==> src/rtl/core/calt_pkg.sv <==
// Package for the client address lease table: widths, register indexes,
// status codes and the structs passed between the sequencer, RAM and top level.
package calt_pkg;

   localparam int POOL_MAX   = 8;
   localparam int ID_W       = 16;
   localparam int IP_W       = 32;
   localparam int COUNT_W    = 4;
   localparam int LU_W       = $clog2(POOL_MAX + 1);
   localparam int IDX_W      = (POOL_MAX > 1) ? $clog2(POOL_MAX) : 1;
   localparam int CSR_IDX_W  = 1;
   localparam int CSR_DATA_W = 32;

   localparam logic [CSR_IDX_W-1:0] CSR_POOL_BASE  = 1'b0;
   localparam logic [CSR_IDX_W-1:0] CSR_POOL_COUNT = 1'b1;

   localparam logic [IP_W-1:0]    POOL_BASE_RESET  = 32'hC0A8010A;
   localparam logic [COUNT_W-1:0] POOL_COUNT_RESET = 4'd5;

   typedef enum logic [1:0] {
      ST_REUSED   = 2'd0,
      ST_ASSIGNED = 2'd1,
      ST_NONE     = 2'd2
   } calt_status_type;

   typedef struct packed {
      logic              wr_en;
      logic [IDX_W-1:0]  addr;
      logic [ID_W-1:0]   wr_data;
   } calt_ram_req_type;

   typedef struct packed {
      logic              valid;
      calt_status_type   status;
      logic [IP_W-1:0]   ip_addr;
   } calt_result_type;

   function automatic logic [LU_W-1:0] calt_pool_size(input logic [COUNT_W-1:0] count);
      logic [LU_W-1:0] size;
      if (int'(count) > POOL_MAX) begin
         size = LU_W'(POOL_MAX);
      end else begin
         size = LU_W'(count);
      end
      return size;
   endfunction

endpackage

==> src/rtl/core/calt_if.sv <==
// Channel interfaces for the client address lease table: request, response
// and register write. Depends on calt_pkg.
interface calt_req_if;
   import calt_pkg::*;
   logic            valid;
   logic            ready;
   logic [ID_W-1:0] src_port;
   modport source(output valid, output src_port, input ready);
   modport sink(input valid, input src_port, output ready);
endinterface

interface calt_rsp_if;
   import calt_pkg::*;
   logic            valid;
   logic            ready;
   calt_status_type status;
   logic [IP_W-1:0] ip_addr;
   modport source(output valid, output status, output ip_addr, input ready);
   modport sink(input valid, input status, input ip_addr, output ready);
endinterface

interface calt_csr_if;
   import calt_pkg::*;
   logic                  valid;
   logic                  ready;
   logic [CSR_IDX_W-1:0]  index;
   logic [CSR_DATA_W-1:0] data;
   modport source(output valid, output index, output data, input ready);
   modport sink(input valid, input index, input data, output ready);
endinterface

==> src/rtl/core/client_address_lease_table.sv <==
// Client address lease table: a request with a client identifier returns the
// client's existing lease, a newly assigned pool address (highest free slot
// first), or none-available. One compare unit reads the leases one by one
// from the lease RAM, so a request holds the input until it hits a lease,
// until a new client gets an address after every lease misses, or until all
// pool addresses are already leased. The response sits in an output register,
// so the next request is taken while it waits. Writing register 1 (pool_count)
// drops every lease; register 0 (pool_base_addr) moves the pool without
// dropping leases.
// Depends on calt_pkg, calt_if, calt_lease_ram and calt_ctrl.
module client_address_lease_table (
   input  logic          clock,
   input  logic          reset,
   calt_req_if.sink      req_chan,
   calt_rsp_if.source    rsp_chan,
   calt_csr_if.sink      csr_chan
);
   import calt_pkg::*;

   logic [IP_W-1:0]    base_ff;
   logic [COUNT_W-1:0] count_ff;
   logic               rsp_valid_ff;
   calt_status_type    rsp_status_ff;
   logic [IP_W-1:0]    rsp_ip_ff;

   logic               csr_xfer;
   logic               lease_clear;
   logic               result_ready;
   calt_ram_req_type   ram_req;
   logic [ID_W-1:0]    ram_rd_data;
   calt_result_type    result;

   assign csr_chan.ready = 1'b1;
   assign csr_xfer       = csr_chan.valid && csr_chan.ready;
   assign lease_clear    = csr_xfer && (csr_chan.index == CSR_POOL_COUNT);
   assign result_ready   = !rsp_valid_ff || rsp_chan.ready;

   always_ff @(posedge clock) begin
      if (reset) begin
         base_ff      <= POOL_BASE_RESET;
         count_ff     <= POOL_COUNT_RESET;
         rsp_valid_ff <= 1'b0;
      end else begin
         if (csr_xfer) begin
            unique case (csr_chan.index)
               CSR_POOL_BASE:  base_ff  <= csr_chan.data[IP_W-1:0];
               CSR_POOL_COUNT: count_ff <= csr_chan.data[COUNT_W-1:0];
               default: ;
            endcase
         end
         if (result.valid && result_ready) begin
            rsp_valid_ff  <= 1'b1;
            rsp_status_ff <= result.status;
            rsp_ip_ff     <= result.ip_addr;
         end else if (rsp_chan.ready) begin
            rsp_valid_ff <= 1'b0;
         end
      end
   end

   calt_lease_ram u_lease_ram (
      .clock   (clock),
      .ram_req (ram_req),
      .rd_data (ram_rd_data)
   );

   calt_ctrl u_ctrl (
      .clock         (clock),
      .reset         (reset),
      .req_valid     (req_chan.valid),
      .req_src_port  (req_chan.src_port),
      .req_ready     (req_chan.ready),
      .lease_clear   (lease_clear),
      .pool_size     (calt_pool_size(count_ff)),
      .pool_base     (base_ff),
      .ram_req       (ram_req),
      .ram_rd_data   (ram_rd_data),
      .result        (result),
      .result_ready  (result_ready)
   );

   assign rsp_chan.valid   = rsp_valid_ff;
   assign rsp_chan.status  = rsp_status_ff;
   assign rsp_chan.ip_addr = rsp_ip_ff;

endmodule

==> src/rtl/core/calt_lease_ram.sv <==
// Lease RAM: one client identifier per lease, single port, registered read.
// Depends on calt_pkg.
module calt_lease_ram (
   input  logic                         clock,
   input  calt_pkg::calt_ram_req_type   ram_req,
   output logic [calt_pkg::ID_W-1:0]    rd_data
);
   import calt_pkg::*;

   logic [ID_W-1:0] mem [POOL_MAX];
   logic [ID_W-1:0] rd_data_ff;

   always_ff @(posedge clock) begin
      if (ram_req.wr_en) begin
         mem[ram_req.addr] <= ram_req.wr_data;
      end
      rd_data_ff <= mem[ram_req.addr];
   end

   assign rd_data = rd_data_ff;

endmodule

==> src/rtl/core/calt_ctrl.sv <==
// Lease sequencer: walks the lease RAM with one shared compare, allocates
// new leases and forms the address with one shared adder. Depends on calt_pkg.
module calt_ctrl (
   input  logic                            clock,
   input  logic                            reset,
   input  logic                            req_valid,
   input  logic [calt_pkg::ID_W-1:0]       req_src_port,
   output logic                            req_ready,
   input  logic                            lease_clear,
   input  logic [calt_pkg::LU_W-1:0]       pool_size,
   input  logic [calt_pkg::IP_W-1:0]       pool_base,
   output calt_pkg::calt_ram_req_type      ram_req,
   input  logic [calt_pkg::ID_W-1:0]       ram_rd_data,
   output calt_pkg::calt_result_type       result,
   input  logic                            result_ready
);
   import calt_pkg::*;

   typedef enum logic [2:0] {
      S_IDLE,
      S_READ,
      S_CMP,
      S_ALLOC,
      S_ADD,
      S_DONE
   } state_type;

   state_type       state_ff;
   logic [ID_W-1:0] id_ff;
   logic [LU_W-1:0] k_ff;
   logic [LU_W-1:0] used_ff;
   logic [LU_W-1:0] slot_ff;
   calt_status_type status_ff;
   logic [IP_W-1:0] ip_ff;

   logic [LU_W-1:0] k_plus;
   logic [LU_W-1:0] size_m1;

   assign k_plus  = k_ff + LU_W'(1);
   assign size_m1 = pool_size - LU_W'(1);

   always_comb begin
      ram_req.wr_en   = 1'b0;
      ram_req.addr    = k_ff[IDX_W-1:0];
      ram_req.wr_data = id_ff;
      if (state_ff == S_ALLOC && used_ff < pool_size) begin
         ram_req.wr_en = 1'b1;
         ram_req.addr  = used_ff[IDX_W-1:0];
      end
   end

   always_ff @(posedge clock) begin
      if (reset) begin
         state_ff <= S_IDLE;
         used_ff  <= '0;
      end else begin
         unique case (state_ff)
            S_IDLE: begin
               if (req_valid) begin
                  id_ff    <= req_src_port;
                  k_ff     <= '0;
                  state_ff <= (used_ff == '0) ? S_ALLOC : S_READ;
               end
            end
            S_READ: begin
               state_ff <= S_CMP;
            end
            S_CMP: begin
               if (ram_rd_data == id_ff) begin
                  slot_ff   <= size_m1 - k_ff;
                  status_ff <= ST_REUSED;
                  state_ff  <= S_ADD;
               end else if (k_plus < used_ff) begin
                  k_ff     <= k_plus;
                  state_ff <= S_READ;
               end else begin
                  state_ff <= S_ALLOC;
               end
            end
            S_ALLOC: begin
               if (used_ff < pool_size) begin
                  used_ff   <= used_ff + LU_W'(1);
                  slot_ff   <= size_m1 - used_ff;
                  status_ff <= ST_ASSIGNED;
                  state_ff  <= S_ADD;
               end else begin
                  status_ff <= ST_NONE;
                  ip_ff     <= '0;
                  state_ff  <= S_DONE;
               end
            end
            S_ADD: begin
               ip_ff    <= pool_base + IP_W'(slot_ff);
               state_ff <= S_DONE;
            end
            S_DONE: begin
               if (result_ready) begin
                  state_ff <= S_IDLE;
               end
            end
            default: begin
               state_ff <= S_IDLE;
            end
         endcase
         if (lease_clear) begin
            used_ff <= '0;
         end
      end
   end

   assign req_ready      = (state_ff == S_IDLE);
   assign result.valid   = (state_ff == S_DONE);
   assign result.status  = status_ff;
   assign result.ip_addr = ip_ff;

endmodule

==> src/flat_wrapper.sv <==
// flat-port wrapper written by rule: the top's interface ports become plain ports
module client_address_lease_table_flat import calt_pkg::*;
  (clock, reset, req_chan_valid, req_chan_src_port, req_chan_ready, rsp_chan_valid, rsp_chan_status, rsp_chan_ip_addr, rsp_chan_ready, csr_chan_valid, csr_chan_index, csr_chan_data, csr_chan_ready);
  calt_req_if req_chan_i ();
  calt_rsp_if rsp_chan_i ();
  calt_csr_if csr_chan_i ();
  input  logic clock;
  input  logic reset;
  input wire logic [$bits(req_chan_i.valid)-1:0] req_chan_valid;
  input wire logic [$bits(req_chan_i.src_port)-1:0] req_chan_src_port;
  output wire logic [$bits(req_chan_i.ready)-1:0] req_chan_ready;
  output wire logic [$bits(rsp_chan_i.valid)-1:0] rsp_chan_valid;
  output wire logic [$bits(rsp_chan_i.status)-1:0] rsp_chan_status;
  output wire logic [$bits(rsp_chan_i.ip_addr)-1:0] rsp_chan_ip_addr;
  input wire logic [$bits(rsp_chan_i.ready)-1:0] rsp_chan_ready;
  input wire logic [$bits(csr_chan_i.valid)-1:0] csr_chan_valid;
  input wire logic [$bits(csr_chan_i.index)-1:0] csr_chan_index;
  input wire logic [$bits(csr_chan_i.data)-1:0] csr_chan_data;
  output wire logic [$bits(csr_chan_i.ready)-1:0] csr_chan_ready;
  assign req_chan_i.valid = req_chan_valid;
  assign req_chan_i.src_port = req_chan_src_port;
  assign req_chan_ready = req_chan_i.ready;
  assign rsp_chan_valid = rsp_chan_i.valid;
  assign rsp_chan_status = rsp_chan_i.status;
  assign rsp_chan_ip_addr = rsp_chan_i.ip_addr;
  assign rsp_chan_i.ready = rsp_chan_ready;
  assign csr_chan_i.valid = csr_chan_valid;
  assign csr_chan_i.index = csr_chan_index;
  assign csr_chan_i.data = csr_chan_data;
  assign csr_chan_ready = csr_chan_i.ready;
  client_address_lease_table u_core (.clock(clock), .reset(reset), .req_chan(req_chan_i), .rsp_chan(rsp_chan_i), .csr_chan(csr_chan_i));
endmodule
==> config.mk <==
export PLATFORM = sky130hd
export DESIGN_NAME = client_address_lease_table_flat
export DESIGN_NICKNAME = d
export VERILOG_FILES = /design/src/rtl/core/calt_pkg.sv /design/src/rtl/core/calt_if.sv /design/src/rtl/core/client_address_lease_table.sv /design/src/rtl/core/calt_lease_ram.sv /design/src/rtl/core/calt_ctrl.sv /design/src/flat_wrapper.sv
export SDC_FILE = /design/constraint.sdc
export NUM_CORES = 1
export LEC_CHECK = 0
export ABC_AREA = 1
export ABC_CLOCK_PERIOD_IN_PS = 4200
export BUFFER_PORTS_ARGS = -buffer_cell sky130_fd_sc_hd__buf_4
export CORE_ASPECT_RATIO = 1.5
export CORE_UTILIZATION = 62
export CTS_BUF_LIST = sky130_fd_sc_hd__clkbuf_8
export DETAILED_ROUTE_END_ITERATION = 10
export PLACE_DENSITY = 0.91
export SKIP_CTS_REPAIR_TIMING = 1
export SLEW_MARGIN = 10
export SYNTH_ARGS = -nofsm -noshare
export SYNTH_HDL_FRONTEND = slang
export SYNTH_SLANG_ARGS = --single-unit
==> constraint.sdc <==
create_clock -name clock -period 4.2 [get_ports clock]
set_input_delay 0.42 -clock clock [delete_from_list [all_inputs] [get_ports clock]]
set_output_delay 0.42 -clock clock [all_outputs]
set_load 0.02 [all_outputs]
==> metrics.txt <==
outcome finished, final reports clean; vias per std cell roughly 5.5; Port Buf Inserts 89; Register Area slightly below 0.008 mm²; area of the multi-input gates roughly 0.0033 mm²; setup_tns 0 ns; FMAX 335 MHz; Final Max Tran Viols 0; Skew-Pair Late Insertion Delay 0.56 ns; router iterations before antenna repair 7; routed vias 9000; EDFF count, synth 220; CP Launch Type flip-flop; area delta synth->final 14.1%; commonest non-fill, non-tap cells in the layout 283 x nand2_1, 266 x inv_1, 220 x edfxtp_1, 105 x buf_4, 93 x nand3_1; clock skew between 0.015 and 0.02 ns; register area share after synthesis 0.641; 1st-iter DRT viols approximately 820; Crit Path Max Fanout 35; antenna violations before repair 0; Tot GR Track Use 0.298; CP peak stage delay about 0.46 ns; initial core utilization 0.633; Setup-failing EPs final 0; CP Buf/Inv Count 3; Core ar. slightly below 0.02 mm²; CP dominant cell by count nand2_1; pwr/cell area approximately 520 mW/mm²; RePlAce Congestion 0.962; crit path kind flip-flop to flip-flop; slew margin rel. 0.303; Clock transition at path regs approximately 0.070 ns; dpl hpwl 19200 µm; # diodes 0; Yosys warnings 0; WL final between 20000 and 30000 µm; grt ovf 0; Slew @ Worst Pin between 1 and 1.5 ns; num ports between 90 and 100; Routed WL per cell roughly 18 µm; die height 174 µm; Syn Area/Cell ~9.9 µm²; Tmin final around 3 ns; fillers 1292; most common cell after layout, fill and taps aside nand2_1; Tot Pwr around 7.3 mW; critical-path cell list inv_1 > nand2_1 > ha_1 > nand2_1 > nand2_1 > nand2_2 > nand3_2 > nand2_1 > nand2_2 > buf_4 > nand2_1 > nand3_1 > nand2_1 > inv_1 > nand2_1; CTS sink count 280; synth unique cells 37; CP top delay family simple AND/OR/NAND/NOR gates; CTS tree built; htree depth 2; Critical Path Sink Type flip-flop; post-route ant nets 0; Die Footprint ~0.02 mm²; Post-Syn Instances 1231; root buf cell clkbuf_8; proportion of layout cells with a drive suffix above 1 0.133; final core utilization 0.723; Worst Hold Class input pin to flip-flop; FFs w/ async S/R, synth 0; Worst EP arrival between 3 and 4 ns; peak supply drop 306 µV; Clock Tree Buf Depth 3; Mapped Area approximately 0.012 mm²; prevailing post-synth register cell edfxtp_1; drt drc 0; Synth Net Count roughly 1300; site row count 62; total CTS buffers 41; unrepaired setup endpoints after global routing no; pin count of the biggest net entering global routing 42; first-pass GRT wire length 45900 µm; final-report hold violation count 0; worst endpoint required time approximately 4.7 ns; crit path max-delay cell type buf_4; Synth Register Bits 280; vias in the first global route 9285; max-cap violations 0; Final period util 0.711; Final nets around 1400; LEAKAGE between 6 and 7 nW; Die Width 116 µm
## sequential cells by signal, summed over array words and instances (netlist names), 16 cells and up
name                        flops
u_core.u_lease_ram.mem        128
u_core.base_ff                 32
u_core.u_ctrl.id_ff            16
u_core.u_ctrl.ip_ff            32
u_core.u_lease_ram.rd_data     16
u_core.rsp_chan.ip_addr        32
## stage by stage
| stage | hold slack (ns) | area, µm² | cells | worst slack, ns |
|---|---|---|---|---|
| after detailed placement | 0.405 | 13200 | 1560 | 1.30 |
| final | 0.0397 | 13900 | 1636 | 1.22 |
| after floorplan | 0.400 | 12200 | 1231 | 0.439 |
| after global placement | 0.403 | 13200 | 1560 | 1.42 |
| after global routing | 0.0275 | 13900 | 1636 | 1.01 |
| after CTS | 0.0303 | 13900 | 1636 | 1.26 |
## cells by family (layout without fill, tap and decap cells)
kind of cell,after synthesis,count (layout),share of synthesized area
and+or+nand+nor,526,526,0.188
xor gates and xnor gates,20,20,0.0144
other,1,1,0.000308
DFF,280,280,0.641
buffers and inverters,276,425,0.0879
AOI/OAI and AO/OA,109,109,0.0480
adders and majority gates,19,19,0.0207
## per-layer routing
layer  vias to the layer above  wire [µm]  track usage
li1                       4237          -            -
met1                      4202      10100        0.330
met2                       450      15400        0.531
met3                       111       1910       0.0458
met4                         0       1510        0.174
met5                         -          0            0
## report_power, final
| group | total [mW] | switching (mW) | internal, mW |
|---|---|---|---|
| sequential | 3.47 | 0.184 | 3.29 |
| clock | 2.02 | 1.02 | 0.994 |
| combinational | 1.81 | 1.23 | 0.572 |
## path summary, 6_finish.rpt
check                                             start                                     to  slack, ns  cells past startpoint
setup / recovery        u_core.count_ff[3]$_SDFFE_PP0P_  u_core.u_lease_ram.rd_data[9]$_DFF_P_       1.22                     15
setup reg to reg        u_core.count_ff[3]$_SDFFE_PP0P_  u_core.u_lease_ram.rd_data[9]$_DFF_P_       1.22                     15
hold reg to reg   u_core.u_ctrl.ip_ff[16]$_SDFFCE_PP0P_  u_core.rsp_chan.ip_addr[16]$_DFFE_PP_       0.41                      0
hold / removal                     req_chan_src_port[9]       u_core.u_ctrl.id_ff[9]$_DFFE_PP_       0.04                      1
## cell usage after synthesis (2+ instances only)
library cell / instances / area (µm²)
a21oi_1: 49 / 245
a21oi_2: 2 / 17.5
and3_1: 2 / 12.5
buf_2: 13 / 65.1
buf_4: 5 / 37.5
clkbuf_1: 14 / 52.6
dfxtp_1: 60 / 1200
edfxtp_1: 220 / 6610
fa_1: 2 / 40.0
ha_1: 17 / 213
inv_1: 242 / 908
nand2_1: 285 / 1070
nand2_2: 4 / 25.0
nand3_1: 93 / 465
nand4_1: 23 / 144
nor2_1: 75 / 282
nor2_4: 4 / 45.0
nor3_1: 20 / 100
nor4_1: 6 / 37.5
o211ai_1: 6 / 45.0
o21a_1: 3 / 22.5
o21ai_0: 44 / 220
o31ai_1: 2 / 15.0
or2_2: 9 / 56.3
xnor2_1: 16 / 140
xor2_1: 4 / 35.0
## area by class of cell
| type | count | share of cell area |
|---|---|---|
| flip-flops and latches | 280 | 0.561 |
| multi-input cells | 675 | 0.239 |
| inverters | 244 | 0.0658 |
| repair buffers | 105 | 0.0567 |
| clock buffers | 45 | 0.0445 |
| well taps | 256 | 0.0230 |
| clock inverters | 31 | 0.00962 |
(Power assumes the default switching activity.)
